## src/sv/fsps_pkg.sv

```systemverilog
// ----------------------------------------------------------------------------
// fsps_pkg: shared types and constants of the frame sad peak selector
// Payload structs for both streaming channels, the register map and the
// fixed field widths.
// ----------------------------------------------------------------------------
`default_nettype none

package fsps_pkg;

    // fixed field widths
    localparam int PIXEL_W    = 16;
    localparam int SUM_W      = 34;
    localparam int IDX_W      = 10;
    localparam int CFG_W      = 19;
    localparam int APB_ADDR_W = 3;
    localparam int APB_DATA_W = 32;

    // register map (byte addresses)
    localparam logic [APB_ADDR_W-1:0] REG_PIXELS_PER_FRAME = 3'd0;

    // register reset value
    localparam logic [CFG_W-1:0] PIXELS_PER_FRAME_RST = 19'd262144;

    // input transaction
    typedef struct packed {
        logic signed [PIXEL_W-1:0] pixel;
        logic                      end_of_sequence;
    } t_in_item;

    // output transaction
    typedef struct packed {
        logic [IDX_W-1:0] frame_index;
        logic [SUM_W-1:0] frame_sad;
        logic [IDX_W-1:0] peak_index;
        logic [SUM_W-1:0] peak_sad;
        logic             last;
    } t_out_item;

    // per-pixel control handed to the accumulate stage
    typedef struct packed {
        logic use_ref;   // compare against stored reference
        logic done;      // pixel closes a frame
        logic eos;       // pixel closes the sequence
    } t_acc_ctl;

endpackage

`default_nettype wire

```

## src/sv/fsps_sum_peak.sv

```systemverilog
// ----------------------------------------------------------------------------
// fsps_sum_peak: absolute difference, frame accumulation and peak tracking
// Takes one pixel with its reference per cycle unless stalled, adds the
// saturated absolute difference to the frame sum, emits a result at frame end.
// ----------------------------------------------------------------------------
`default_nettype none

module fsps_sum_peak #(
    parameter int FRM_W = 10
) (
    input  wire                              i_clk,
    input  wire                              i_rst_n,
    input  wire                              i_valid,
    input  fsps_pkg::t_acc_ctl               i_ctl,
    input  wire signed [fsps_pkg::PIXEL_W-1:0] i_pixel,
    input  wire signed [fsps_pkg::PIXEL_W-1:0] i_ref,
    input  wire [FRM_W-1:0]                  i_frame,
    output logic                             o_take,
    output logic                             o_out_valid,
    output fsps_pkg::t_out_item              o_out_data,
    input  wire                              i_out_stall
);

    localparam int PW = fsps_pkg::PIXEL_W;
    localparam int SW = fsps_pkg::SUM_W;

    logic [SW-1:0]        r_sum;
    logic [SW-1:0]        r_best_sum;
    logic [FRM_W-1:0]     r_best_frame;
    logic                 r_out_valid;
    fsps_pkg::t_out_item  r_out_data;

    logic signed [PW:0]   w_delta;
    logic [PW:0]          w_abs;
    logic [PW:0]          w_diff;
    logic [SW:0]          w_sum_wide;
    logic [SW-1:0]        w_sum;
    logic                 w_peak_hit;
    logic [SW-1:0]        w_best_sum;
    logic [FRM_W-1:0]     w_best_frame;

    // stage moves unless a frame result would overwrite a stalled result
    assign o_take = i_valid && !(i_ctl.done && r_out_valid && i_out_stall);

    // absolute difference against the reference pixel
    always_comb begin
        w_delta = {i_pixel[PW-1], i_pixel} - {i_ref[PW-1], i_ref};
        w_abs   = w_delta[PW] ? (PW+1)'(-w_delta) : w_delta;
        w_diff  = i_ctl.use_ref ? w_abs : '0;
    end

    // saturating accumulate and strict greater-than peak test
    always_comb begin
        w_sum_wide   = {1'b0, r_sum} + (SW+1)'(w_diff);
        w_sum        = w_sum_wide[SW] ? {SW{1'b1}} : w_sum_wide[SW-1:0];
        w_peak_hit   = w_sum > r_best_sum;
        w_best_sum   = w_peak_hit ? w_sum : r_best_sum;
        w_best_frame = w_peak_hit ? i_frame : r_best_frame;
    end

    // running state
    always_ff @(posedge i_clk) begin
        if (!i_rst_n) begin
            r_sum        <= '0;
            r_best_sum   <= '0;
            r_best_frame <= '0;
        end else if (o_take) begin
            if (i_ctl.done && i_ctl.eos) begin
                r_sum        <= '0;
                r_best_sum   <= '0;
                r_best_frame <= '0;
            end else if (i_ctl.done) begin
                r_sum        <= '0;
                r_best_sum   <= w_best_sum;
                r_best_frame <= w_best_frame;
            end else begin
                r_sum <= w_sum;
            end
        end
    end

    // output register
    always_ff @(posedge i_clk) begin
        if (!i_rst_n) begin
            r_out_valid <= 1'b0;
        end else if (o_take && i_ctl.done) begin
            r_out_valid <= 1'b1;
        end else if (!i_out_stall) begin
            r_out_valid <= 1'b0;
        end
    end

    always_ff @(posedge i_clk) begin
        if (o_take && i_ctl.done) begin
            r_out_data.frame_index <= fsps_pkg::IDX_W'(i_frame);
            r_out_data.frame_sad   <= w_sum;
            r_out_data.peak_index  <= fsps_pkg::IDX_W'(w_best_frame);
            r_out_data.peak_sad    <= w_best_sum;
            r_out_data.last        <= i_ctl.eos;
        end
    end

    assign o_out_valid = r_out_valid;
    assign o_out_data  = r_out_data;

endmodule

`default_nettype wire

```

## config.mk

```make
export PLATFORM = sky130hd
export DESIGN_NAME = fsps_sum_peak
export DESIGN_NICKNAME = d
export VERILOG_FILES = /design/src/sv/fsps_pkg.sv /design/src/sv/fsps_sum_peak.sv
export SDC_FILE = /design/constraint.sdc
export NUM_CORES = 1
export LEC_CHECK = 0
export ABC_CLOCK_PERIOD_IN_PS = 21600
export BUFFER_PORTS_ARGS = -buffer_cell sky130_fd_sc_hd__buf_2
export CORE_MARGIN = 2
export CORE_UTILIZATION = 30
export DETAILED_ROUTE_END_ITERATION = 6
export GPL_ROUTABILITY_DRIVEN = 1
export PLACE_DENSITY = 0.47
export SETUP_SLACK_MARGIN = 0.1
export SYNTH_ARGS = -nofsm -noshare
export SYNTH_HDL_FRONTEND = slang
export SYNTH_SLANG_ARGS = --single-unit
```

## constraint.sdc

```tcl
create_clock -name i_clk -period 21.6 [get_ports i_clk]
set_input_delay 3.24 -clock i_clk [delete_from_list [all_inputs] [get_ports i_clk]]
set_output_delay 3.24 -clock i_clk [all_outputs]
set_load 0.02 [all_outputs]
```

== Yosys cells after proc, flatten, opt, wreduce, memory -nomap -nowiden ==
Cells that the tools add are included.

* Reductions and logical operators: 8
* Multiplexer cells: 13
* Order comparisons: 1
* Add/sub/neg operators: 3
* Equality and inequality tests: 1

{| class="wikitable"
|+ Operators by type and width
! operator !! number
|-
| 34-bit 2-to-1 mux || 6
|-
| 34-bit by 17-bit adder with 35-bit output || 1
|-
| 34-bit > comparator || 1
|-
| 17-bit 2-to-1 mux || 2
|-
| 10-bit 2-to-1 mux || 3
|-
| 17-bit negator || 1
|-
| 16-bit by 16-bit subtractor with 17-bit output || 1
|-
| 1-bit logical AND || 5
|-
| 1-bit 2-to-1 mux || 2
|-
| 2-bit by 1-bit inequality test with 1-bit output, second input constant || 1
|-
| 2-bit AND reduction || 1
|-
| 2-bit nonzero test || 1
|-
| 1-bit logical NOT || 1
|}

* Flip-flop bits (word level): 168
* Logic and storage cells: 35

== Longest topological paths before layout ==
Gate-level depths: netlist (run 1).

* Depth after elaboration: 10
* Depth in mapped cells: 32
* Depth with buffers taken out: 29

== Worst setup path after synthesis (run 1) ==
No wires, ideal clock.

* Path kind: in2reg
* Start point: input i_pixel[0] in the netlist's numbering
* End point: register r_out_data (netlist bit o_out_data[12]) (data pin)
* Path slack: 11,876 ps
* Arrival time: 9,458 ps
* Stages: 28
* Path buffers: 2
* Data required time: 21,333 ps
* Library setup time: 267 ps
* Cells stage by stage: inv_1 ha_1 fa_1 nor2b_1 o22ai_2 xnor2_1 nor4b_4 or3b_4 o41ai_2 xor2_1 nor2_1 ha_1 a21o_1 a31o_1 a221o_1 o21ai_1 a211oi_2 nand2_1 mux2_2 ha_1 nand4_1 nor4_1 nor3b_1 nand2_1 nand2_1 buf_1 clkbuf_1 o21ai_0

* Word-level cells in the longest chain between the ends: 8

{| class="wikitable"
|+ Ends and longest elaborated chain
! item !! line !! text
|-
| from (decl) || fsps_sum_peak.sv:15 || <nowiki>input wire signed [fsps_pkg::PIXEL_W-1:0] i_pixel,</nowiki>
|-
| 16-bit by 16-bit subtractor with 17-bit output (*) || fsps_sum_peak.sv:47 || <nowiki>w_delta = {i_pixel[PW-1], i_pixel} - {i_ref[PW-1], i_ref};</nowiki>
|-
| 17-bit negator || fsps_sum_peak.sv:48 || <nowiki>w_abs = w_delta[PW] ? (PW+1)'(-w_delta) : w_delta;</nowiki>
|-
| 17-bit 2-to-1 mux (*) || fsps_sum_peak.sv:48 ||
|-
| 17-bit 2-to-1 mux (*) || fsps_sum_peak.sv:49 || <nowiki>w_diff = i_ctl.use_ref ? w_abs : '0;</nowiki>
|-
| 34-bit by 17-bit adder with 35-bit output (*) || fsps_sum_peak.sv:54 || <nowiki>w_sum_wide = {1'b0, r_sum} + (SW+1)'(w_diff);</nowiki>
|-
| 34-bit 2-to-1 mux (*) || fsps_sum_peak.sv:55 || <nowiki>w_sum = w_sum_wide[SW] ? {SW{1'b1}} : w_sum_wide[SW-1:0];</nowiki>
|-
| via w_sum[30] || fsps_sum_peak.sv:37 || <nowiki>logic [SW-1:0] w_sum;</nowiki>
|-
| 34-bit > comparator (*) || fsps_sum_peak.sv:56 || <nowiki>w_peak_hit = w_sum > r_best_sum;</nowiki>
|-
| 34-bit 2-to-1 mux (*) || fsps_sum_peak.sv:57 || <nowiki>w_best_sum = w_peak_hit ? w_sum : r_best_sum;</nowiki>
|-
| via w_best_sum[11] || fsps_sum_peak.sv:39 || <nowiki>logic [SW-1:0] w_best_sum;</nowiki>
|-
| to (decl) || fsps_sum_peak.sv:31 || <nowiki>fsps_pkg::t_out_item r_out_data;</nowiki>
|}

The timed path passes the listed nets; every way through them passes the cells marked *.
A chain may end at the register's enable or synchronous reset.

== Worst setup path after layout (run 1) ==
* Start point: input i_pixel[0] in the netlist's numbering
* End point: register r_best_frame[1]

* Word-level cells in the longest chain between the ends: 10

{| class="wikitable"
|+ Ends and longest elaborated chain
! item !! line !! text
|-
| 16-bit by 16-bit subtractor with 17-bit output (*) || fsps_sum_peak.sv:47 ||
|-
| 17-bit negator || fsps_sum_peak.sv:48 ||
|-
| 17-bit 2-to-1 mux (*) || fsps_sum_peak.sv:48 ||
|-
| 17-bit 2-to-1 mux (*) || fsps_sum_peak.sv:49 ||
|-
| 34-bit by 17-bit adder with 35-bit output (*) || fsps_sum_peak.sv:54 ||
|-
| 34-bit 2-to-1 mux (*) || fsps_sum_peak.sv:55 ||
|-
| via w_sum[21] || fsps_sum_peak.sv:37 ||
|-
| 34-bit > comparator (*) || fsps_sum_peak.sv:56 ||
|-
| 10-bit 2-to-1 mux (*) || fsps_sum_peak.sv:58 || <nowiki>w_best_frame = w_peak_hit ? i_frame : r_best_frame;</nowiki>
|-
| 10-bit 2-to-1 mux (*) || fsps_sum_peak.sv:72 || <nowiki>end else if (i_ctl.done) begin</nowiki>
|-
| 10-bit 2-to-1 mux (*) || fsps_sum_peak.sv:68 || <nowiki>if (i_ctl.done && i_ctl.eos) begin</nowiki>
|-
| to (signal assigned) || fsps_sum_peak.sv:75 || <nowiki>r_best_frame <= w_best_frame;</nowiki>
|-
| to (decl) || fsps_sum_peak.sv:29 || <nowiki>logic [FRM_W-1:0] r_best_frame;</nowiki>
|}

The timed path passes the listed nets; every way through them passes the cells marked *. The select of a mux whose other input is x is not followed.

==> results.toml, run 1 <==
[cells_and_area]
seqCellArea_mm2 = 0.00425
num_antenna_cells = 0
drive_above_1_share = 0.210
syn_to_final_growth_pct = 18.6
fin_area_mm2 = 0.0111
nNetsFinal = 1181
multiInputGateArea_mm2 = 0.00470
fillers = 3106

[synthesis]
ys_seq_area_frac = 0.455
synth_top_area_share = 0.286
ys_ff_latch = 168
yosys_warnings = 0
synthCells = 927
ys_types = 79
avgSynthCellArea_um2 = 10.1
synth_commonest_cells = "edfxtp_1 (89), nand2_1 (82), dfxtp_1 (79), inv_1 (72), ha_1 (68)"
async_flop_share = 0
ys_dominant_reg_cell = "edfxtp_1"
synth_area_mm2 = 0.00935
synth_area_leaders = "edfxtp_1 (29%), dfxtp_1 (17%), ha_1 (9.1%), a22o_1 (4.9%), nand2_1 (3.3%)"
yosysMostFrequentCell = "edfxtp_1"
synth-edff-count = 89
yosys.area.top_type = "edfxtp_1"
syn-num-nets = 1046

[run_status]
outcome = "complete, no violations"

[clocking]
clock-root-buffer = "clkbuf_16"
cts_max_level = 4
cts_buffer_depth = 2
cts_made_buffers = 17
clock_latency_ps = 420
cts_setup_buffers = 0
ctsResizeCount = 0
cts_sinks = 168
cts_tree = "built"
path_clk_slew_ps = 70
postCtsHoldBufs = 0

[setup_path]
crit_arrival_ps = 10990
criticalPathCategory = "in -> reg"
endpoint_kind = "flop"
cp_max_fo = 28
required_ps = 21950
cp-start-kind = "input port"
slowest_delay_ps = 510
crit_top_cell = "ha_1"
timing.critical_path.slowest_stage_cell = "nor3_4"

[placement]
placed_cell_area_mm2 = 0.0105
dp_slack_ps = 10530
io_buffers = 139
gp_congestion = 0.771
hpwl_mm = 18.0

[power]
powerDensity_mw_per_mm2 = 88.4
p_leak_nw = 4.63
vdd_drop_max_uv = 67.0
total_power_mw = 0.980

[global_routing]
grt_use_total = 0.149
grt_overflow_total = 0
grt_pass1_vias = 7249
antenna_found_initial = 0
grt_pass1_wl_mm = 39.1
grt_max_degree = 74

[route]
avgViaCountPerCell = 4.91
num_vias = 7219
first_pass_iters = 4
first_iter_violations = 329
wl_mm = 24.0
wire_per_inst_um = 16.3
ant_nets = 0
drc = 0

[floorplan]
dieArea_mm2 = 0.0326
start_util = 0.305
core_mm2 = 0.0307
row_count = 64
fp.dieW_um = 181
ios = 140
die_y_um = 181

[sta]
fmax_mhz = 94.0
tightestPinTransition_ps = 986
finalHoldWorstSlack_ps = 473
finalMaxSlewViolations = 0
relSlewSlack = 0.343
fin_crit_sh = 0.492
final.setup.tns_ps = 0
layout_min_cycle_time_ps = 10630
rsz0062_at_grt = "no"
fin_ws_ps = 10970
skew_ps = 14.6
finalSetupViolCount = 0
hold_viol = 0

[worst_hold_path]
hold_path_class = "reg -> reg"

[job]
cap_viol_max_count = 0
==> path summary, 6_finish.rpt <==
check	slack, ps	to	startpoint	depth (start not counted)
min reg2reg	470	r_best_sum[8]$_SDFFE_PN0P_	r_best_sum[8]$_SDFFE_PN0P_	1
min	470	r_best_sum[8]$_SDFFE_PN0P_	r_best_sum[8]$_SDFFE_PN0P_	1
max	10970	r_best_frame[1]$_SDFFE_PN0P_	i_pixel[0]	29
max reg2reg	15890	r_best_frame[1]$_SDFFE_PN0P_	r_sum[0]$_SDFFE_PN0P_	20
==> report_power, final <==
group | total (mW) | leakage, nW | internal, mW | switching, mW
logic | 0.281 | 2.86 | 0.101 | 0.180
registers | 0.379 | 1.48 | 0.371 | 0.00815
clock network | 0.320 | 0.299 | 0.185 | 0.135
total | 0.980 | 4.63 | 0.658 | 0.322
==> through the flow <==
stage	cells	utilization
2_1_floorplan	927	-
3_3_place_gp	1439	0.342
3_5_place_dp	1439	0.342
4_1_cts	1471	0.362
5_1_grt	1471	0.362
6_report	1471	0.362
==> registers in the layout, summed over array words and instances (netlist names) <==
| register | flops |
|---|---|
| o_out_valid | 1 |
| r_best_frame | 10 |
| r_best_sum | 34 |
| o_out_data | 89 |
| r_sum | 34 |
==> cells by family (layout without fill, tap and decap cells) <==
family | count (synthesis) | after routing | share of synthesized area
xor gates and xnor gates | 41 | 41 | 0.0384
muxes | 29 | 29 | 0.0340
AOI/OAI and AO/OA | 254 | 254 | 0.193
adders and majority gates | 70 | 70 | 0.0953
DFF | 168 | 168 | 0.455
buffers and inverters | 103 | 251 | 0.0435
and+or+nand+nor | 262 | 262 | 0.141
==> per-layer routing <==
| layer | track usage | up-vias | share of wire |
|---|---|---|---|
| met2 | 0.233 | 153 | 0.44 |
| met4 | 0.0510 | 0 | 0.016 |
| li1 | - | 3655 | - |
| met3 | 0.0204 | 21 | 0.032 |
| met1 | 0.212 | 3390 | 0.52 |
| met5 | 0 | - | 0 |
==> critical path: cells and delay by family <==
family / cells / cell delay, ps
xor gates and xnor gates: 2 / 380
AOI/OAI and AO/OA: 9 / 2310
and+or+nand+nor: 11 / 3100
adders and majority gates: 4 / 1400
buffers and inverters: 3 / 530
==> final cells by class <==
class                           count  area share
Inverter                           72      0.0245
Tap cell                          396      0.0447
Clock buffer                       18      0.0387
Sequential cell                   168       0.383
Clock inverter                     14      0.0170
Timing Repair Buffer              147      0.0681
Multi-Input combinational cell    656       0.424
==> cell usage in the layout, fill, tap and decap left out, types with 8 or more instances in the layout <==
master	count
buf_2	139
edfxtp_1	89
nand2_1	81
dfxtp_1	79
inv_1	71
ha_1	68
nor2_1	53
a21oi_1	53
a22o_1	52
o21ai_0	48
xnor2_1	23
mux2_2	22
nand3_1	20
a21o_1	20
nor2b_1	19
xor2_1	18
clkbuf_16	17
nor3_1	13
a22oi_1	13
and2_1	12
nand4_1	12
or3_1	8
nand2b_1	8
and3_1	8
a211oi_1	8
buf_4	8
No activity file was read; power rests on OpenSTA's default activity.
==> inputs of run 2 (changes only) <==
Settings changed: ABC_CLOCK_PERIOD_IN_PS 21600 to 9800.
Clock period 21.6 ns to 9.8 ns, I/O delays scaled along.
==> run 2 against run 1 <==
  * Worst setup slack got worse by 10000 ps
  * Cell count increased by 0.34%
  * Critical path depth increased by 1
  * Clock power increased by 120%
  * First-iteration DRC count increased by 2.1%
  * Non-clock buffer count increased by 5
  * Register-to-register slack got worse by 12000 ps
==> results.toml, run 2 (synthesis gave the netlist of run 1 again) <==
[route]
avgViaCountPerCell = 4.94
wire_per_inst_um = 16.3
wl_mm = 24.1
num_vias = 7286
drc = 0
first_iter_violations = 336
ant_nets = 0
first_pass_iters = 5

[sta]
relSlewSlack = 0.312
hold_viol = 0
final.setup.tns_ps = 0
tightestPinTransition_ps = 1030
layout_min_cycle_time_ps = 9000
skew_ps = 20.7
finalSetupViolCount = 0
finalMaxSlewViolations = 0
fmax_mhz = 111
fin_crit_sh = 0.919
rsz0062_at_grt = "no"

[setup_path]
endpoint_kind = "flop"
timing.critical_path.slowest_stage_cell = "o21a_1"
required_ps = 10170
criticalPathCategory = "in -> reg"
cp_max_fo = 23
crit_arrival_ps = 9370
crit_top_cell = "ha_1"
cp-start-kind = "input port"
slowest_delay_ps = 810

[run_status]
outcome = "complete, no violations"

[clocking]
ctsResizeCount = 0
postCtsHoldBufs = 0
cts_made_buffers = 17
cts_max_level = 4
cts_sinks = 168
clock_latency_ps = 440
cts_tree = "built"
clock-root-buffer = "clkbuf_16"
path_clk_slew_ps = 80
cts_buffer_depth = 2
cts_setup_buffers = 0

[cells_and_area]
utilization = 0.363
nNetsFinal = 1186
largest_reg_flops = 89
final_cell_mix = "buf_2 (139), edfxtp_1 (89), nand2_1 (81), dfxtp_1 (79), inv_1 (71)"
drive_above_1_share = 0.215
num_antenna_cells = 0
layout_commonest_cell = "buf_2"
syn_to_final_growth_pct = 19.2

[job]
cap_viol_max_count = 0

[global_routing]
grt_max_degree = 65
grt_overflow_total = 0
grt_pass1_vias = 7070
met2_usage = 0.228
grt_pass1_wl_mm = 38.9
busiest_layer = "met2"
met3_usage = 0.0263
antenna_found_initial = 0
grt_use_met1 = 0.217
grt_use_total = 0.149

[power]
vdd_drop_max_uv = 119
p_leak_nw = 4.65
powerDensity_mw_per_mm2 = 195

[worst_hold_path]
hold_path_class = "reg -> reg"

[placement]
io_buffers = 139
hpwl_mm = 18.1
gp_congestion = 0.803

[floorplan]
die_y_um = 181
ios = 140
core_mm2 = 0.0307
dieArea_mm2 = 0.0326
start_util = 0.305
row_count = 64
fp.dieW_um = 181
## run 2: report_power, final
group | leakage, nW | internal [mW] | switching, mW | total (mW)
Sequential | 1.48 | 0.818 | 0.0161 | 0.834
Clock | 0.290 | 0.407 | 0.299 | 0.706
Combinational | 2.89 | 0.235 | 0.402 | 0.637
Total | 4.65 | 1.46 | 0.717 | 2.18
## run 2: metrics by stage
step	hold slack (ps)	instances	total power, mW	area, µm²	setup WS (ps)
2_1_floorplan	432	927	1.30	9350	1850
3_3_place_gp	452	1444	1.49	10500	432
4_1_cts	476	1476	2.20	11100	759
5_1_grt	492	1476	2.30	11100	230
6_report	471	1476	2.18	11100	796
3_5_place_dp	452	1444	1.49	10500	348
## run 2: worst paths after layout
path,start,to,slack [ps],cells after the start
setup / recovery,i_pixel[0],r_best_sum[1]$_SDFFE_PN0P_,800,30
hold / removal,r_sum[16]$_SDFFE_PN0P_,r_sum[16]$_SDFFE_PN0P_,470,2
setup reg to reg,r_sum[0]$_SDFFE_PN0P_,r_best_sum[1]$_SDFFE_PN0P_,4110,19
hold reg to reg,r_sum[16]$_SDFFE_PN0P_,r_sum[16]$_SDFFE_PN0P_,470,2
## run 2: cell type report
type                       instances  area [µm²]
fill                            3126       19500
multi-input combinational        656        4700
sequential                       168        4250
timing repair buffer             152         806
tap                              396         495
clock buffer                      17         425
inverter                          72         272
clock inverter                    15         191
## run 2: worst max-delay path, delay by kind of cell
family | cells | cell delay, ps
adders and majority gates | 4 | 1270
xor gates and xnor gates | 2 | 400
and+or+nand+nor | 9 | 2180
AOI/OAI and AO/OA | 10 | 3050
buffers and inverters | 4 | 590
muxes | 1 | 400
## run 2: per-layer routing
| metal | vias to the layer above | share of wire |
|---|---|---|
| li1 | 3671 | - |
| met1 | 3446 | 0.52 |
| met2 | 158 | 0.44 |
| met3 | 11 | 0.037 |
| met4 | 0 | 0.0079 |
| met5 | - | 0 |
==> inputs of run 3 (changes only) <==
Settings changed: RECOVER_POWER set to 100.
==> run 3 against run 2 <==
  * The run now ends with max-capacitance violations, max-slew violations left
  * Critical path depth unchanged
  * Flip-flop and latch count is the same
  * Worst hold slack improved by 0.62 ps
  * Count of clock-buffer cells in the layout is the same
  * Final area is 1.4% lower
  * Register-to-register slack lost 150 ps
  * Highest routed layer unchanged
  * Die area is the same
  * Sequential share of layout area increased by 0.55 points
  * Largest cell class unchanged
  * Worst setup slack worse by 53 ps
  * Wire length grew 0.19%
  * Combinational power down 3%
  * Non-clock buffer count stayed put
==> results.toml, run 3 (synthesis gave the netlist of run 1 again) <==
[run_status]
outcome = "finished with violations"
violations = "max-capacitance violations, max-slew violations"

[floorplan]
core_mm2 = 0.0307
start_util = 0.305
fp.dieW_um = 181
ios = 140
dieArea_mm2 = 0.0326
row_count = 64
die_y_um = 181

[clocking]
cts_made_buffers = 17
cts_buffer_depth = 2
cts_tree = "built"
clock_latency_ps = 440
cts_max_level = 4
postCtsHoldBufs = 0
cts_sinks = 168
cts_setup_buffers = 0
path_clk_slew_ps = 60
ctsResizeCount = 0
clock-root-buffer = "clkbuf_16"

[setup_path]
cp_max_fo = 23
crit_arrival_ps = 9420
criticalPathCategory = "in -> reg"
reg2reg_slack_ps = 3960
crit_buf_inv = 4
slowest_delay_ps = 790
crit_top_cell = "ha_1"
required_ps = 10170
endpoint_kind = "flop"
cp-start-kind = "input port"
crit_family = "compound AO/OA/AOI/OAI gates"
timing.critical_path.slowest_stage_cell = "o21a_1"

[power]
vdd_drop_max_uv = 116
total_power_mw = 2.16
p_leak_nw = 4.34
powerDensity_mw_per_mm2 = 197

[cells_and_area]
syn_to_final_growth_pct = 17.5
drive_above_1_share = 0.109
largest_reg_flops = 89
num_antenna_cells = 0
nNetsFinal = 1186
final_cells = 1476
layout_commonest_cell = "clkbuf_1"
final_cell_mix = "clkbuf_1 (109), edfxtp_1 (89), nand2_1 (82), dfxtp_1 (79), inv_1 (71)"

[worst_hold_path]
hold_path_class = "reg -> reg"

[route]
first_iter_violations = 326
num_vias = 7220
wl_mm = 24.1
drc = 0
wire_per_inst_um = 16.4
first_pass_iters = 6
ant_nets = 0
avgViaCountPerCell = 4.89

[placement]
hpwl_mm = 18.1
dp.cells = 1444
gp_congestion = 0.803
io_buffers = 139

[global_routing]
grt_pass1_wl_mm = 38.9
grt_overflow_total = 0
antenna_found_initial = 0
met2_usage = 0.228
grt_pass1_vias = 7070
grt_use_met1 = 0.217
grt_use_total = 0.149
grt_max_degree = 65
met3_usage = 0.0263
busiest_layer = "met2"

[sta]
fin_crit_sh = 0.924
finalMaxSlewViolations = 65
hold_viol = 0
rsz0062_at_grt = "no"
tightestPinTransition_ps = 3570
relSlewSlack = -1.38
finalSetupViolCount = 0
skew_ps = 20.0
final.setup.tns_ps = 0
layout_min_cycle_time_ps = 9060
fmax_mhz = 110
finalHoldWorstSlack_ps = 472

[job]
cap_viol_max_count = 1
[run 3: per-layer routing]
| metal | wire length [µm] | vias up |
|---|---|---|
| li1 | - | 3668 |
| met1 | 12600 | 3383 |
| met2 | 10400 | 154 |
| met3 | 852 | 15 |
| met4 | 250 | 0 |
| met5 | 0 | - |
[run 3: report_power, final]
part | total, mW | internal [mW] | leakage (nW) | switching, mW
logic | 0.619 | 0.219 | 2.57 | 0.400
clock network | 0.708 | 0.407 | 0.290 | 0.301
registers | 0.837 | 0.819 | 1.48 | 0.0174
total | 2.16 | 1.45 | 4.34 | 0.718
[run 3: metrics by stage]
step	util	setup WS (ps)	area (µm²)
2_1_floorplan	-	1850	9350
3_3_place_gp	0.343	432	10500
3_5_place_dp	0.343	348	10500
4_1_cts	0.363	759	11100
5_1_grt	0.358	148	11000
6_report	0.358	744	11000
[run 3: final timing paths]
kind | start | to | cells past startpoint
setup / recovery | i_pixel[0] | r_best_sum[20]$_SDFFE_PN0P_ | 30
hold / removal | r_best_sum[4]$_SDFFE_PN0P_ | r_best_sum[4]$_SDFFE_PN0P_ | 1
setup reg to reg | r_sum[0]$_SDFFE_PN0P_ | r_best_sum[20]$_SDFFE_PN0P_ | 19
hold reg to reg | r_best_sum[4]$_SDFFE_PN0P_ | r_best_sum[4]$_SDFFE_PN0P_ | 1
[run 3: layout make-up]
class                           count  area [µm²]
Multi-Input combinational cell    656        4700
Tap cell                          396         495
Inverter                           72         272
Fill cell                        3163       19700
Timing Repair Buffer              152         652
Sequential cell                   168        4250
Clock buffer                       17         425
Clock inverter                     15         191
